$ cat src/atms_pkg.sv
package atms_pkg;

  localparam int SAMPLE_BITS    = 12;
  localparam int COUNT_BITS     = 10;
  localparam int FAULT_LIMIT    = 10;
  localparam int FAULT_BITS     = 4;
  localparam int SUM_BITS       = SAMPLE_BITS + COUNT_BITS;
  localparam int STEP_BITS      = $clog2(SUM_BITS);
  localparam int TRIM_THRESHOLD = 2;
  localparam int COUNT_RESET    = 8;
  localparam int QUEUE_DEPTH    = 2;
  localparam int QPTR_BITS      = $clog2(QUEUE_DEPTH);
  localparam int QCNT_BITS      = $clog2(QUEUE_DEPTH + 1);

  localparam int APB_DATA_BITS  = 32;
  localparam int APB_ADDR_BITS  = 3;
  localparam int REG_IDX_BITS   = APB_ADDR_BITS - 2;
  localparam logic [REG_IDX_BITS-1:0] REG_SAMPLE_COUNT = '0;

  typedef enum logic [1:0] {
    OP_SAMPLE = 2'd0,
    OP_FAULT  = 2'd1,
    OP_ABORT  = 2'd2
  } op_t;

  typedef enum logic [2:0] {
    ST_BUSY    = 3'd0,
    ST_READY   = 3'd1,
    ST_FAILED  = 3'd2,
    ST_RESTART = 3'd3,
    ST_REINIT  = 3'd4
  } status_t;

  typedef enum logic [1:0] {
    BK_IDLE,
    BK_DIV,
    BK_FIN
  } back_state_t;

  typedef struct packed {
    op_t                    op;
    logic [SAMPLE_BITS-1:0] sample;
  } in_word_t;

  typedef struct packed {
    status_t                status;
    logic [SAMPLE_BITS-1:0] average;
  } out_word_t;

  // one queued result: status plus what the divider needs
  typedef struct packed {
    status_t                status;
    logic                   div;
    logic                   trim;
    logic [SUM_BITS-1:0]    sum;
    logic [SAMPLE_BITS-1:0] lo;
    logic [SAMPLE_BITS-1:0] hi;
    logic [COUNT_BITS-1:0]  kept;
  } job_t;

endpackage

$ cat src/adc_trimmed_mean_sampler.sv
// Accepted words go through the queue to the registered result word; a due mean
// first passes the one-bit-per-cycle restoring divider in the back end.
// Non-mean events give one word per cycle unless res_stall or a mean in the divider
// holds them; new words are queued meanwhile until the queue is full (cmd_stall).
// Reset (rst, synchronous): session cleared, discard of next sample armed,
// sample_count back to 8, queue and output emptied.
module adc_trimmed_mean_sampler (
  input  logic                                clk,
  input  logic                                rst,
  input  logic                                cmd_valid,
  output logic                                cmd_stall,
  input  atms_pkg::in_word_t                  cmd,
  output logic                                res_valid,
  input  logic                                res_stall,
  output atms_pkg::out_word_t                 res,
  input  logic                                psel,
  input  logic                                penable,
  input  logic                                pwrite,
  input  logic [atms_pkg::APB_ADDR_BITS-1:0]  paddr,
  input  logic [atms_pkg::APB_DATA_BITS-1:0]  pwdata,
  output logic [atms_pkg::APB_DATA_BITS-1:0]  prdata,
  output logic                                pready
);
  import atms_pkg::*;

  logic [COUNT_BITS-1:0] sample_count;
  logic                  reg_hit;
  logic                  q_push;
  logic                  q_pop;
  logic                  q_full;
  logic                  q_empty;
  job_t                  push_job;
  job_t                  pop_job;

  assign pready    = 1'b1;
  assign reg_hit   = paddr[APB_ADDR_BITS-1:2] == REG_SAMPLE_COUNT;
  assign prdata    = reg_hit ? APB_DATA_BITS'(sample_count) : '0;
  assign cmd_stall = q_full;

  always_ff @(posedge clk) begin
    if (rst) begin
      sample_count <= COUNT_BITS'(COUNT_RESET);
    end else if (psel && penable && pwrite && pready && reg_hit) begin
      sample_count <= pwdata[COUNT_BITS-1:0];
    end
  end

  atms_front u_front (
    .clk          (clk),
    .rst          (rst),
    .cmd_valid    (cmd_valid),
    .cmd          (cmd),
    .sample_count (sample_count),
    .q_full       (q_full),
    .push         (q_push),
    .job          (push_job)
  );

  atms_queue u_queue (
    .clk       (clk),
    .rst       (rst),
    .push      (q_push),
    .push_data (push_job),
    .full      (q_full),
    .pop       (q_pop),
    .pop_data  (pop_job),
    .empty     (q_empty)
  );

  atms_back u_back (
    .clk       (clk),
    .rst       (rst),
    .q_empty   (q_empty),
    .q_data    (pop_job),
    .pop       (q_pop),
    .res_valid (res_valid),
    .res_stall (res_stall),
    .res       (res)
  );

`ifndef SYNTHESIS
  a_no_push_full: assert property (@(posedge clk) disable iff (rst)
    q_push |-> !q_full) else $error("queue written while full");

  a_no_pop_empty: assert property (@(posedge clk) disable iff (rst)
    q_pop |-> !q_empty) else $error("queue read while empty");

  a_avg_zero: assert property (@(posedge clk) disable iff (rst)
    (res_valid && res.status != ST_READY) |-> res.average == '0)
    else $error("nonzero average on non-result word");

  a_push_on_accept: assert property (@(posedge clk) disable iff (rst)
    (cmd_valid && !cmd_stall) |-> q_push) else $error("accepted word not queued");
`endif

endmodule

$ cat src/atms_front.sv
module atms_front (
  input  logic                             clk,
  input  logic                             rst,
  input  logic                             cmd_valid,
  input  atms_pkg::in_word_t               cmd,
  input  logic [atms_pkg::COUNT_BITS-1:0]  sample_count,
  input  logic                             q_full,
  output logic                             push,
  output atms_pkg::job_t                   job
);
  import atms_pkg::*;

  logic                   discard_pending, discard_pending_next;
  logic [COUNT_BITS-1:0]  kept, kept_next;
  logic [SUM_BITS-1:0]    acc_sum, acc_sum_next;
  logic [SAMPLE_BITS-1:0] acc_min, acc_min_next;
  logic [SAMPLE_BITS-1:0] acc_max, acc_max_next;
  logic [FAULT_BITS-1:0]  fault_count, fault_count_next;
  logic                   reinit_done, reinit_done_next;

  logic [SUM_BITS-1:0]    sum_add;
  logic [SAMPLE_BITS-1:0] min_upd;
  logic [SAMPLE_BITS-1:0] max_upd;
  logic [COUNT_BITS-1:0]  kept_inc;
  logic [FAULT_BITS-1:0]  fault_inc;

  assign push      = cmd_valid && !q_full;
  assign sum_add   = acc_sum + SUM_BITS'(cmd.sample);
  assign min_upd   = (cmd.sample < acc_min) ? cmd.sample : acc_min;
  assign max_upd   = (cmd.sample > acc_max) ? cmd.sample : acc_max;
  assign kept_inc  = kept + COUNT_BITS'(1);
  assign fault_inc = fault_count + FAULT_BITS'(1);

  always_comb begin
    discard_pending_next = discard_pending;
    kept_next            = kept;
    acc_sum_next         = acc_sum;
    acc_min_next         = acc_min;
    acc_max_next         = acc_max;
    fault_count_next     = fault_count;
    reinit_done_next     = reinit_done;
    job                  = '0;
    job.status           = ST_BUSY;
    if (push) begin
      case (cmd.op)
        OP_SAMPLE: begin
          fault_count_next = '0;
          if (discard_pending) begin
            discard_pending_next = 1'b0;
          end else if (kept_inc >= sample_count) begin
            job.status           = ST_READY;
            job.div              = 1'b1;
            job.trim             = sample_count > COUNT_BITS'(TRIM_THRESHOLD);
            job.sum              = sum_add;
            job.lo               = min_upd;
            job.hi               = max_upd;
            job.kept             = kept_inc;
            kept_next            = '0;
            acc_sum_next         = '0;
            acc_min_next         = '1;
            acc_max_next         = '0;
            discard_pending_next = 1'b1;
            reinit_done_next     = 1'b0;
          end else begin
            acc_sum_next = sum_add;
            acc_min_next = min_upd;
            acc_max_next = max_upd;
            kept_next    = kept_inc;
          end
        end
        OP_FAULT: begin
          kept_next            = '0;
          acc_sum_next         = '0;
          acc_min_next         = '1;
          acc_max_next         = '0;
          discard_pending_next = 1'b1;
          if (fault_inc >= FAULT_BITS'(FAULT_LIMIT)) begin
            fault_count_next = '0;
            if (!reinit_done) begin
              reinit_done_next = 1'b1;
              job.status       = ST_REINIT;
            end else begin
              reinit_done_next = 1'b0;
              job.status       = ST_FAILED;
            end
          end else begin
            fault_count_next = fault_inc;
            job.status       = ST_RESTART;
          end
        end
        OP_ABORT: begin
          kept_next            = '0;
          acc_sum_next         = '0;
          acc_min_next         = '1;
          acc_max_next         = '0;
          discard_pending_next = 1'b1;
          fault_count_next     = '0;
          reinit_done_next     = 1'b0;
          job.status           = ST_FAILED;
        end
        default: begin
          // unused op code: no state change, busy word
        end
      endcase
    end
  end

  always_ff @(posedge clk) begin
    if (rst) begin
      discard_pending <= 1'b1;
      kept            <= '0;
      acc_sum         <= '0;
      acc_min         <= '1;
      acc_max         <= '0;
      fault_count     <= '0;
      reinit_done     <= 1'b0;
    end else begin
      discard_pending <= discard_pending_next;
      kept            <= kept_next;
      acc_sum         <= acc_sum_next;
      acc_min         <= acc_min_next;
      acc_max         <= acc_max_next;
      fault_count     <= fault_count_next;
      reinit_done     <= reinit_done_next;
    end
  end

endmodule

$ cat src/atms_queue.sv
module atms_queue (
  input  logic           clk,
  input  logic           rst,
  input  logic           push,
  input  atms_pkg::job_t push_data,
  output logic           full,
  input  logic           pop,
  output atms_pkg::job_t pop_data,
  output logic           empty
);
  import atms_pkg::*;

  job_t                 slots [QUEUE_DEPTH];
  logic [QPTR_BITS-1:0] wr_ptr, rd_ptr;
  logic [QCNT_BITS-1:0] count;

  assign full     = count == QCNT_BITS'(QUEUE_DEPTH);
  assign empty    = count == '0;
  assign pop_data = slots[rd_ptr];

  always_ff @(posedge clk) begin
    if (push) begin
      slots[wr_ptr] <= push_data;
    end
  end

  always_ff @(posedge clk) begin
    if (rst) begin
      wr_ptr <= '0;
      rd_ptr <= '0;
      count  <= '0;
    end else begin
      if (push) begin
        wr_ptr <= (wr_ptr == QPTR_BITS'(QUEUE_DEPTH - 1)) ? '0 : wr_ptr + QPTR_BITS'(1);
      end
      if (pop) begin
        rd_ptr <= (rd_ptr == QPTR_BITS'(QUEUE_DEPTH - 1)) ? '0 : rd_ptr + QPTR_BITS'(1);
      end
      if (push && !pop) begin
        count <= count + QCNT_BITS'(1);
      end else if (pop && !push) begin
        count <= count - QCNT_BITS'(1);
      end
    end
  end

endmodule

$ cat src/atms_back.sv
module atms_back (
  input  logic                clk,
  input  logic                rst,
  input  logic                q_empty,
  input  atms_pkg::job_t      q_data,
  output logic                pop,
  output logic                res_valid,
  input  logic                res_stall,
  output atms_pkg::out_word_t res
);
  import atms_pkg::*;

  back_state_t           state, state_next;
  logic [SUM_BITS-1:0]   dq;
  logic [COUNT_BITS-1:0] rem;
  logic [COUNT_BITS-1:0] dvs;
  logic [STEP_BITS-1:0]  step;
  logic [COUNT_BITS:0]   trial;
  logic                  fits;
  logic                  out_free;
  logic                  load_div;
  logic                  load_direct;
  logic                  load_quot;

  assign out_free = !res_valid || !res_stall;
  assign trial    = {rem, dq[SUM_BITS-1]};
  assign fits     = trial >= {1'b0, dvs};

  always_comb begin
    state_next  = state;
    load_div    = 1'b0;
    load_direct = 1'b0;
    load_quot   = 1'b0;
    case (state)
      BK_IDLE: begin
        if (!q_empty) begin
          if (q_data.div) begin
            load_div   = 1'b1;
            state_next = BK_DIV;
          end else if (out_free) begin
            load_direct = 1'b1;
          end
        end
      end
      BK_DIV: begin
        if (step == STEP_BITS'(SUM_BITS - 1)) begin
          state_next = BK_FIN;
        end
      end
      BK_FIN: begin
        if (out_free) begin
          load_quot  = 1'b1;
          state_next = BK_IDLE;
        end
      end
      default: begin
        state_next = BK_IDLE;
      end
    endcase
  end

  assign pop = load_div || load_direct;

  always_ff @(posedge clk) begin
    if (rst) begin
      state <= BK_IDLE;
    end else begin
      state <= state_next;
    end
  end

  // restoring divider, one quotient bit per cycle; dq ends as the quotient
  always_ff @(posedge clk) begin
    if (load_div) begin
      rem  <= '0;
      step <= '0;
      if (q_data.trim) begin
        dq  <= q_data.sum - SUM_BITS'(q_data.lo) - SUM_BITS'(q_data.hi);
        dvs <= q_data.kept - COUNT_BITS'(TRIM_THRESHOLD);
      end else begin
        dq  <= q_data.sum;
        dvs <= q_data.kept;
      end
    end else if (state == BK_DIV) begin
      step <= step + STEP_BITS'(1);
      rem  <= fits ? COUNT_BITS'(trial - {1'b0, dvs}) : trial[COUNT_BITS-1:0];
      dq   <= {dq[SUM_BITS-2:0], fits};
    end
  end

  always_ff @(posedge clk) begin
    if (rst) begin
      res_valid <= 1'b0;
    end else if (load_direct || load_quot) begin
      res_valid <= 1'b1;
    end else if (!res_stall) begin
      res_valid <= 1'b0;
    end
  end

  always_ff @(posedge clk) begin
    if (load_direct) begin
      res.status  <= q_data.status;
      res.average <= '0;
    end else if (load_quot) begin
      res.status  <= ST_READY;
      res.average <= dq[SAMPLE_BITS-1:0];
    end
  end

endmodule
$ cat config.mk
export PLATFORM = sky130hd
export DESIGN_NAME = adc_trimmed_mean_sampler
export DESIGN_NICKNAME = d
export VERILOG_FILES = /design/src/atms_pkg.sv /design/src/adc_trimmed_mean_sampler.sv /design/src/atms_front.sv /design/src/atms_queue.sv /design/src/atms_back.sv
export SDC_FILE = /design/constraint.sdc
export NUM_CORES = 1
export LEC_CHECK = 0
export BUFFER_PORTS_ARGS = -buffer_cell sky130_fd_sc_hd__buf_2
export CORE_MARGIN = 2
export CORE_UTILIZATION = 49
export CTS_CLUSTER_DIAMETER = 120
export CTS_CLUSTER_SIZE = 25
export DETAILED_ROUTE_END_ITERATION = 8
export GPL_ROUTABILITY_DRIVEN = 0
export GPL_TIMING_DRIVEN = 0
export PLACE_DENSITY = 0.63
export RECOVER_POWER = 100
export SYNTH_ARGS = -nofsm -noshare
export SYNTH_HDL_FRONTEND = slang
export SYNTH_HIERARCHICAL = 1
export SYNTH_SLANG_ARGS = --single-unit
export TNS_END_PERCENT = 1
$ cat constraint.sdc
create_clock -name clk -period 5.4 [get_ports clk]
set_input_delay 0.81 -clock clk [delete_from_list [all_inputs] [get_ports clk]]
set_output_delay 0.81 -clock clk [all_outputs]
set_load 0.05 [all_outputs]
==> results.md, run 1 <==
- DRT iter0 DRCs: 614
- DR WL/cell: 16.9 µm
- I/O Pins: 106
- Post-route ant nets: 0
- First-pass GRT wire length: 50.7 mm
- Leakage power: 0.00615 µW
- Yosys top cell by area: edfxtp_1
- Max IR drop VDD: 0.237 mV
- Fillers: 2636
- RSZ-0062 raised after global routing: no
- WP data required: 5.59 ns
- DR DRC count: 0
- Num CTS Buffers: 14
- Layout Nets: 1627
- Layout Utilization: 54.3%
- Num rows: 62
- EDFF count, synth: 157
- Primary FF master, synth: edfxtp_1
- DR pass1 iterations: 5
- Fmax: 0.225 GHz
- Mapped Avg Cell Area: 10.5 µm²
- Synth unique cells: 69
- Synthesized area: 14500 µm²
- Worst-margin pin slew: 2.90 ns
- Syn. warnings: 6
- Worst skew pair latency: 0.50 ns
- Async SR Flop Fraction: 0%
- Tot GR Track Use: 20.4%
- CP endpoint kind: register
- Post-CTS Hold Fix Bufs: 0
- Final Cycle Share: 82.4%
- Fin. max-slew vios: 62
- Setup slack at placement: 1.36 ns
- Die Height: 176 µm
- I/O Buffers: 58
- DR vias: 10100
- Post-CTS sizing: 0
- CTS tree: done
- Crit path buf inv count: 3
- Vias per cell: 5.39
- Number of cells produced by synthesis: 1379
- Vias in the first global route: 9534
- Clk slew on worst S/H paths: 0.10 ns
- Area grow syn2layout: 8.30%
- Crit-path max cell delay: 0.54 ns
- Die W: 176 µm
- Largest net degree at the start of global routing: 62
- CP Data Arrival Time: 4.64 ns
- Post-synth top area share: 32.5%
- Relative slew slack: -93.4%
- CP cell instances: clkbuf_1 > clkbuf_1 > mux2_2 > inv_1 > fa_1 > ha_1 > a21oi_1 > o22ai_1 > a21oi_1 > a21boi_0 > or3_1 > a31oi_1 > a21oi_1
- Clock Skew: 0.0330 ns
- Die ar.: 31000 µm²
- Layout cell share with drive strength beyond 1: 9.70%
- Final HPWL from detailed placement: 23.6 mm
- Postcts setup bufs: 0
- Critical-path top delay cell: clkbuf_1
- Synth top area cells: edfxtp_1 (33%), dfxtp_1 (15%), ha_1 (7.0%), mux2_2 (4.7%), mux2i_1 (3.5%)
- CP delay by family, top: compound AO/OA/AOI/OAI gates
- Final hold violation count: 0
- Setup TNS: 0 ns
- Core area: 28900 µm²
- Status: finished, violations left
- CP dominant cell by count: a21oi_1
- Initial antenna violation count: 0
- H-tree levels: 1
- CTS Sinks: 264
- Final setup vio count: 0
- Routed WL: 31.5 mm
- Worst hold-check path type: register to register
- Min Tclk post-route: 4.45 ns
- Nature of the critical path startpoint: register
- WHS: 0.457 ns
- Number of max-cap violations: 1
- Power density over cell area: 426 nW/µm²
- Register area share after synthesis: 47.3%
- Root buffer cell: clkbuf_16
- Flops & latches, synth: 264
- Critical Setup Path Class: register to register
- Clock buffer depth: 3
- Placed Cells: 1844
- CP max FO: 10
- Ant diodes: 0
- Number of cells in the finished layout apart from fillers: 1868
- Initial Util: 50.1%
- Final worst slack: 0.951 ns
- Failing checks: max-capacitance violations, max-slew violations
- Grt total ovfl: 0
-- through the flow --
| step | total power [µW] | cell area (µm²) |
|---|---|---|
| floorplan | 4920 | 14600 |
| global placement | 5540 | 15300 |
| detailed placement | 5590 | 15400 |
| CTS | 6770 | 15800 |
| global route | 7190 | 15700 |
| finish | 6690 | 15700 |
-- flip-flops by register name (all words and copies together) (netlist names), named ones only --
register,flops
u_back/rem,10
u_back/state,2
u_front/fault_count,4
u_front/discard_pending,1
u_back/res_valid,1
sample_count,10
u_queue/wr_ptr,1
u_queue/count,2
u_front/acc_sum,22
u_front/reinit_done,1
u_back/dq,22
u_front/acc_max,12
u_queue/slots,122
u_front/kept,10
u_back/dvs,10
u_front/acc_min,12
u_queue/rd_ptr,1
u_back/res,15
u_back/step,5
-- synthesized netlist by cell type (all sizes together), types with 9 or more instances --
cell,count
nand3,19
clkbuf,30
ha,81
a211oi,12
edfxtp,157
inv,104
a21oi,68
a22o,13
nand2,103
nand4,11
or4,9
mux2,61
xnor2,43
nor2,115
mux2i,51
fa,14
a21o,14
buf,49
nor3,11
nor2b,32
nand2b,30
o21ai,70
a31oi,14
o32a,13
dfxtp,107
xor2,24
-- final timing paths --
kind / startpoint / to / slack, ns / depth (start not counted)
max: register / u_back/dq[9]$_DFFE_PP_ / 0.95 / 13
min reg2reg: u_back/res[5]$_SDFFE_PP0P_ / u_back/res[5]$_SDFFE_PP0P_ / 0.46 / 2
min: u_back/res[5]$_SDFFE_PP0P_ / u_back/res[5]$_SDFFE_PP0P_ / 0.46 / 2
max reg2reg: register / u_back/dq[9]$_DFFE_PP_ / 0.95 / 13
-- worst register-to-register path: stages, from the launching register on --
cell      delay, ns
dfxtp_1        0.32
clkbuf_1       0.45
clkbuf_1       0.55
mux2_2         0.41
inv_1          0.09
fa_1           0.42
ha_1           0.37
a21oi_1        0.22
o22ai_1        0.12
a21oi_1        0.34
a21boi_0       0.18
or3_1          0.32
a31oi_1        0.26
a21oi_1        0.11
-- cells by family after synthesis --
| group | share of synthesized area, % |
|---|---|
| compound gates | 12.6 |
| xor+xnor | 4.05 |
| fa+ha+maj | 8.92 |
| buf+inv | 5.83 |
| flops | 47.3 |
| mux | 8.26 |
| other cells | 0.0518 |
| simple gates | 12.9 |
-- metal layers --
metal  GRT usage (%)  vias to the layer above  share of wire, %
li1                -                     5064                 -
met1            30.7                     4776                50
met2            32.8                      203                45
met3            2.02                       23               3.9
met4            3.24                        0               1.0
met5               0                        -                 0
-- final cells by class --
cell class | count | area (µm²) | area share (%)
Clock inverter | 1 | 16.3 | 0.104
Tap cell | 384 | 480 | 3.06
Timing Repair Buffer | 60 | 279 | 1.78
Inverter | 104 | 390 | 2.49
Clock buffer | 23 | 405 | 2.58
Buffer | 79 | 422 | 2.69
Sequential cell | 264 | 6860 | 43.7
Multi-Input combinational cell | 953 | 6850 | 43.6
-- cells in the final DEF (no fill, tap or decap), drive strengths merged, types with 6 or more instances in the layout --
cell     instances
nand3           19
nand4           11
edfxtp         157
and3             8
a2bb2oi          6
fa              14
a311oi           7
clkbuf          98
ha              81
inv            104
nor2b           32
or3              8
or4              9
and2             8
nand2          103
o211ai           8
o32a            13
dfxtp          107
a31oi           14
a22o            13
mux2i           51
a21oi           68
nor3b            7
buf             64
xnor2           43
a211oi          12
mux2            61
nor2           115
xor2            24
conb            23
nand2b          30
a21o            14
o21ai           70
nor3            11
a22oi            8
-- report_power, final --
part           switching (µW)  internal (µW)  total [µW]
Combinational            1710           1130        2840
Sequential                137           2540        2680
Clock                     639            528        1170
(Power assumes the default switching activity.)
==> inputs of run 2 (changes only) <==
==> constraint.sdc (replaced) <==
create_clock -name clk -period 4.1 [get_ports clk]
set_input_delay 0.615 -clock clk [delete_from_list [all_inputs] [get_ports clk]]
set_output_delay 0.615 -clock clk [all_outputs]
set_load 0.05 [all_outputs]
==> run 2 against run 1 <==
  * The flow still finishes with violations (max-capacitance violations, max-slew violations)
  * Critical path depth is the same
  * Critical endpoint is now u_front/acc_sum[19]$_SDFFE_PP0P_
  * Largest power group unchanged
  * Sequential cell count unchanged
  * Sequential share of layout area is 0.16 points lower
  * Clock skew shrank 0.0078 ns
==> results.md, run 2 (synthesis results as in run 1) <==
- Final setup vio count: 0 (unchanged)
- Ant diodes: 0 (unchanged)
- Worst Hold Depth: 3 (+1)
- DR pass1 iterations: 5 (unchanged)
- Die Height: 176 µm (unchanged)
- Critical Setup Path Class: register to register
- Die W: 176 µm (unchanged)
- Sequential fraction of design power: 39.9% (-0.2 points)
- I/O Pins: 106 (unchanged)
- I/O Buffers: 58 (unchanged)
- Final hold violation count: 0 (unchanged)
- Switch share: 37.2% (+0.11 points)
- DR vias: 10000 (-0.23%)
- Vias in the first global route: 9590 (+0.59%)
- Layout Utilization: 54.5% (+0.20 points)
- Failing checks: max-capacitance violations, max-slew violations
- Num CTS Buffers: 14 (unchanged)
- Setup slack at placement: 0.0724 ns (-1.29 ns)
- Worst hold-check path type: primary input to register
- Min Tclk post-route: 3.93 ns (-0.523 ns)
- Core area: 28900 µm² (unchanged)
- Die ar.: 31000 µm² (unchanged)
- Final Cycle Share: 95.7% (+13 points)
- Worst hold endpoint: sample_count[2]$_SDFFE_PP0P_
- Largest net degree at the start of global routing: 62 (unchanged)
- DR WL/cell: 16.8 µm (-0.53%)
- Post-route ant nets: 0 (unchanged)
- Number of max-cap violations: 1 (unchanged)
- Layout Nets: 1627 (unchanged)
- Post-Layout Inst Area: 15800 µm² (+0.37%)
- Initial antenna violation count: 0 (unchanged)
- Worst Setup SP: u_front/kept[0]$_SDFFE_PP0P_
- Reg-to-reg startpoint: u_front/kept[0]$_SDFFE_PP0P_
- Area after DPL: 15400 µm² (about the same)
- Total power: 8840 µW (+32%)
- Top flop regs: u_queue/slots: 122 flops, u_back/dq: 22 flops, u_front/acc_sum: 22 flops
- Power density over cell area: 561 nW/µm² (+32%)
- CP max FO: 10 (unchanged)
- Clk slew on worst S/H paths: 0.11 ns (about the same)
- Relative slew slack: -2.79% (+91 points)
- Final HPWL from detailed placement: 23.5 mm (-0.68%)
- Worst skew pair latency: 0.50 ns (about the same)
- CP endpoint kind: register
- Combinational share of power: 42.5% (about the same)
- Leakage power: 0.00620 µW (+0.68%)
- Max reg flops: 122 (unchanged)
- Routed WL: 31.4 mm (-0.53%)
- Switch Pwr: 3290 µW (+33%)
- Nature of the critical path startpoint: register
- Most common cell after layout, fill and taps aside: edfxtp_1
- Fin. max-slew vios: 62 (unchanged)
- Postcts setup bufs: 0 (unchanged)
- Grt total ovfl: 0 (unchanged)
- Tot GR Track Use: 20.4% (about the same)
- RSZ-0062 raised after global routing: yes
- Num rows: 62 (unchanged)
- WP data required: 4.52 ns (-1.07 ns)
- Clock buffer depth: 3 (unchanged)
- DR DRC count: 0 (unchanged)
- DRT iter0 DRCs: 660 (+7.5%)
- Most frequent cells in the layout: edfxtp_1 (157), nor2_1 (115), dfxtp_1 (107)
- Post-CTS Hold Fix Bufs: 0 (unchanged)
- Int Pwr: 5540 µW (+32%)
- First-pass GRT wire length: 51.0 mm (+0.67%)
- Largest register by flop count: u_queue/slots
- Final worst slack: 0.175 ns (-0.777 ns)
- Layout cell share with drive strength beyond 1: 10.8% (+1.1 points)
- H-tree levels: 1 (unchanged)
- Worst R2R Path Depth: 13 (unchanged)
- CTS Sinks: 264 (unchanged)
- CP Data Arrival Time: 4.35 ns (-0.29 ns)
- Max IR drop VDD: 0.273 mV (+15%)
- Vias per cell: 5.38 (-0.23%)
- Fillers: 2620 (-0.61%)
- R2r endpoint: u_front/acc_sum[19]$_SDFFE_PP0P_
- Status: finished, violations left
- Flop-to-flop setup slack: 0.17 ns (-0.78 ns)
- Hold path startpoint: pwdata[2]
- Area grow syn2layout: 8.71%
- Fmax: 0.255 GHz (+13%)
- Initial Util: 50.1% (unchanged)
- CTS tree: done
- Worst-margin pin slew: 1.54 ns (-1.36 ns)
- Clock network power share: 17.6% (about the same)
- Clock Skew: 0.0251 ns (-0.00785 ns)
- Root buffer cell: clkbuf_16
[run 2: cell count changes in the layout (fill, tap and decap cells not counted), sizes merged]
| cell | previous run | this run |
|---|---|---|
| buf | 64 | 76 |
| clkbuf | 98 | 86 |
[run 2: critical path, stage by stage (launching register included)]
cell and delay (ns):
dfxtp_1 0.54, ha_1 0.29, and3_1 0.21, and3_1 0.25, nand3_1 0.11, xnor2_1 0.30, ha_1 0.31, o21ai_0 0.17
nor2_1 0.09, or3_1 0.37, a211o_1 0.35, clkbuf_1 0.33, or3_1 0.39, a31oi_1 0.15
[run 2: worst max path at each step]
| stage | to | cells after the start |
|---|---|---|
| floorplan | u_back/dq[14]$_DFFE_PP_ | 13 |
| global placement | u_queue/slots[0][16]$_DFFE_PP_ | 3 |
| detailed placement | u_queue/slots[1][35]$_DFFE_PP_ | 13 |
| CTS | u_queue/slots[0][52]$_DFFE_PP_ | 13 |
| global route | u_front/kept[5]$_SDFFE_PP0P_ | 13 |
| finish | u_front/acc_sum[19]$_SDFFE_PP0P_ | 13 |
[run 2: per-layer routing]
layer | GRT usage (%) | part of all wire, %
met4 | 3.41 | 1.2
met2 | 32.7 | 44
met1 | 30.8 | 50
met3 | 1.85 | 4.3
met5 | 0 | 0
[run 2: final cells by class]
class                      count  area [µm²]  area share, %
sequential                   264        6860           43.5
clock buffer                  23         405           2.57
buffer                        79         450           2.86
timing repair buffer          60         275           1.75
inverter                     104         390           2.48
tap                          384         480           3.05
multi-input combinational    953        6880           43.7
clock inverter                 1        16.3          0.103
[run 2: power groups by stage]
stage	Combinational, µW	Sequential (µW)	Clock (µW)
CTS	3790	3520	1600
floorplan	2910	3570	0
global route	4220	3580	1680
global placement	3710	3580	0
finish	3760	3530	1560
detailed placement	3770	3580	0
[run 2: timing repair]
action	CTS	global route
gates resized for setup	0	8
setup endpoints to repair	0	51
endpoints found under the hold margin	0	0
[run 2: per-stage QoR]
step           cells  hold WS (ns)  setup TNS, ns
5_1_grt         1868         0.366        -0.0670
4_1_cts         1868         0.362              0
6_report        1868         0.377              0
2_1_floorplan   1400         0.426              0
3_3_place_gp    1842         0.441         -16.39
3_5_place_dp    1844         0.446              0
==> inputs of run 3 (changes only) <==
--- a/config.mk
+++ b/config.mk
@@ -17,6 +17,5 @@
 export RECOVER_POWER = 100
 export SYNTH_ARGS = -nofsm -noshare
 export SYNTH_HDL_FRONTEND = slang
-export SYNTH_HIERARCHICAL = 1
 export SYNTH_SLANG_ARGS = --single-unit
 export TNS_END_PERCENT = 1
==> run 3 against run 2 <==
  * The run still ends with max-capacitance violations, max-slew violations left
  * Hold slack got worse by 0.043 ns
  * Routed wire length increased by 15%
  * Sequential power increased by 1%
  * Area after synthesis increased by 1.0%
  * Die area increased by 1.0%
  * Cell count increased by 5.0%
  * Via count increased by 12%
  * Critical path type unchanged
  * Highest routed layer is now met5
==> results.md, run 3 <==
- Core area: 29600 µm² (+2.2%)
- Post-route ant nets: 0 (unchanged)
- Synth top area cells: edfxtp_1 (32%), dfxtp_1 (15%), ha_1 (6.7%), mux2i_1 (4.4%), nand2_1 (3.4%)
- Synthesized area: 14600 µm² (+1.0%)
- Number of cells produced by synthesis: 1467 (+6.4%)
- Critical-path top delay cell: fa_1
- Top flop regs: u_queue.slots: 122 flops, u_back.dq: 22 flops, u_front.acc_sum: 22 flops
- Clock Skew: 0.0289 ns (+0.00381 ns)
- DR WL/cell: 18.4 µm (+9.8%)
- Switch share: 40.0% (+2.7 points)
- Yosys top cell by area: edfxtp_1
- I/O Buffers: 58 (unchanged)
- CTS Sinks: 264 (unchanged)
- Tot GR Track Use: 23.1% (+2.6 points)
- CTS tree: done
- Grt total ovfl: 0 (unchanged)
- Initial antenna violation count: 1 (+1)
- DR DRC count: 0 (unchanged)
- Status: finished, violations left
- CP cell instances: buf_12 > buf_6 > buf_6 > mux2_2 > fa_1 > inv_1 > ha_1 > nor2b_1 > o31a_1 > o32a_2 > a221oi_4 > and3_1 > o31ai_1
- CP Data Arrival Time: 4.18 ns (-0.17 ns)
- DR vias: 11200 (+12%)
- Fillers: 2667 (+1.8%)
- Total power: 9540 µW (+8.0%)
- Largest net degree at the start of global routing: 62 (unchanged)
- Async SR Flop Fraction: 0% (unchanged)
- Area grow syn2layout: 9.70%
- First-pass GRT wire length: 56.9 mm (+12%)
- Ant diodes: 0 (unchanged)
- RSZ-0062 raised after global routing: yes
- CP max FO: 19 (+9)
- Layout cell share with drive strength beyond 1: 10.5% (-0.35 points)
- Post-synth top cells: edfxtp_1 (157), nand2_1 (133), nor2_1 (117), dfxtp_1 (107), a21oi_1 (90)
- Final hold violation count: 0 (unchanged)
- Clk slew on worst S/H paths: 0.10 ns (about the same)
- Mapped Avg Cell Area: 9.98 µm² (-5.0%)
- Vias in the first global route: 10400 (+8.4%)
- Fmax: 0.254 GHz (-0.27%)
- Initial Util: 49.5% (-0.56 points)
- Nature of the critical path startpoint: register
- DRT iter0 DRCs: 873 (+32%)
- WP data required: 4.34 ns (-0.18 ns)
- Die ar.: 31300 µm² (+1.0%)
- Critical Setup Path Class: register to register
- Syn. warnings: 0 (-6)
- Failing checks: max-capacitance violations, max-slew violations
- Final HPWL from detailed placement: 27.3 mm (+16%)
- Vias per cell: 5.71 (+6.3%)
- Most frequent cells in the layout: edfxtp_1 (157), nand2_1 (133), nor2_1 (117)
- Num rows: 63 (+1.6%)
- Most common cell in the synthesized netlist: edfxtp_1
- Post-CTS Hold Fix Bufs: 0 (unchanged)
- Switch Pwr: 3810 µW (+16%)
- CP endpoint kind: register
- Min Tclk post-route: 3.94 ns (+0.0106 ns)
- I/O Pins: 106 (unchanged)
- CP dominant cell by count: buf_6
- Flops & latches, synth: 264 (unchanged)
- Max IR drop VDD: 0.352 mV (+29%)
- H-tree levels: 1 (unchanged)
- Largest register by flop count: u_queue.slots
- Max reg flops: 122 (unchanged)
- Number of max-cap violations: 1 (unchanged)
- Clock buffer depth: 3 (unchanged)
- Primary FF master, synth: edfxtp_1
- EDFF count, synth: 157 (unchanged)
- Worst hold-check path type: primary input to register
- Crit-path max cell delay: 0.53 ns (about the same)
- Post-synth top area share: 32.2% (-0.33 points)
- Sequential fraction of design power: 37.4% (-2.5 points)
- Root buffer cell: clkbuf_16
- Setup TNS: 0 ns (unchanged)
- Register area share after synthesis: 46.8% (-0.48 points)
- Worst skew pair latency: 0.51 ns (about the same)
- DR pass1 iterations: 7 (+2)
- Postcts setup bufs: 0 (unchanged)
- Worst-margin pin slew: 1.80 ns (+0.255 ns)
- Leakage power: 0.00605 µW (-2.4%)
- Final Cycle Share: 96.0% (+0.26 points)
- Combinational share of power: 46.0% (+3.5 points)
- Flop-to-flop setup slack: 0.16 ns (about the same)
- CP delay by family, top: compound AO/OA/AOI/OAI gates
- Power density over cell area: 594 nW/µm² (+6.0%)
- Num CTS Buffers: 14 (unchanged)
- Clock network power share: 16.6% (-1.0 points)
- Final setup vio count: 0 (unchanged)
- WHS: 0.335 ns (-0.0428 ns)
- Int Pwr: 5730 µW (+3.3%)
- Layout Nets: 1712 (+5.2%)
- Synth unique cells: 76 (+10%)
- Crit path buf inv count: 4 (+3)
- Most common cell after layout, fill and taps aside: edfxtp_1
- Die W: 177 µm (+0.50%)
- Routed WL: 36.1 mm (+15%)
- Die Height: 177 µm (+0.50%)
- Fin. max-slew vios: 30 (-52%)
- Relative slew slack: -19.8% (-17 points)
-- run 3: cell types whose count changed in the layout (fill, tap and decap cells not counted), sizes merged, moves of 14 or more --
cell,delta
a211oi,+18
a21oi,+22
buf,+24
inv,-28
mux2,-42
mux2i,+14
nand2,+31
nand2b,-25
nand3,+37
nor3,+27
xnor2,-18
-- run 3: worst register-to-register path, stage by stage (launching register included) --
cell and delay, ns:
dfxtp_2 0.41, buf_12 0.18, buf_6 0.18, buf_6 0.20
mux2_2 0.37, fa_1 0.53, inv_1 0.04, ha_1 0.34
nor2b_1 0.16, o31a_1 0.28, o32a_2 0.42, a221oi_4 0.32
and3_1 0.20, o31ai_1 0.06
-- run 3: per-layer routing --
layer | track usage (%) | vias to the layer above | share of wire [%]
met4 | 5.61 | 2 | 2.2
met3 | 3.26 | 57 | 5.4
met5 | 0 | - | 0.033
met1 | 33.8 | 5318 | 48
met2 | 36.1 | 309 | 45
li1 | - | 5518 | -
-- run 3: what timing repair did --
item                                    CTS  global route
endpoints found under the setup margin   17            44
gates resized for setup                  14            13
pin swaps                                 2             2
-- run 3: power groups by stage --
| stage | clock network [µW] | logic [µW] | registers (µW) |
|---|---|---|---|
| 2_1_floorplan | 0 | 3140 | 3620 |
| 3_3_place_gp | 0 | 4160 | 3630 |
| 3_5_place_dp | 0 | 4220 | 3620 |
| 4_1_cts | 1620 | 4280 | 3560 |
| 5_1_grt | 1700 | 4890 | 3620 |
| 6_report | 1590 | 4390 | 3570 |
-- run 3: path summary, 6_finish.rpt --
path	startpoint	depth (start not counted)	to
setup reg to reg	register	13	u_back.dq[18]$_DFFE_PP_
setup / recovery	register	13	u_back.dq[18]$_DFFE_PP_
hold / removal	pwdata[4]	3	sample_count[4]$_SDFFE_PP0P_
hold reg to reg	u_back.res[8]$_SDFFE_PP0P_	2	u_back.res[8]$_SDFFE_PP0P_
-- run 3: through the flow --
stage | area, µm² | setup slack, ns | util (%) | std cells
2_1_floorplan | 14700 | 0.0274 | - | 1488
3_3_place_gp | 15500 | -1.17 | 52.5 | 1936
3_5_place_dp | 15600 | -0.678 | 52.6 | 1938
4_1_cts | 16000 | 0.0649 | 54.2 | 1961
5_1_grt | 16100 | -0.0291 | 54.3 | 1961
6_report | 16100 | 0.164 | 54.3 | 1961
-- run 3: layout make-up --
class | count | area (µm²) | area share [%]
sequential | 264 | 6860 | 42.7
tap | 390 | 488 | 3.04
multi-input combinational | 1055 | 7200 | 44.8
timing repair buffer | 60 | 314 | 1.95
clock buffer | 23 | 405 | 2.52
inverter | 76 | 285 | 1.78
buffer | 92 | 495 | 3.08
clock inverter | 1 | 16.3 | 0.101
-- run 3: cell families (layout without fill, tap and decap cells) --
logic type	count (synthesis)	in the layout	synth area share, %
XOR/XNOR	52	52	3.11
AND/OR/NAND/NOR	472	472	15.7
buffers and inverters	169	252	5.09
multiplexers	84	84	5.90
adder cells (fa/ha/maj)	93	93	8.66
AO/OA/AOI/OAI	331	331	14.7
other	2	23	0.0513
flip-flops	264	264	46.8
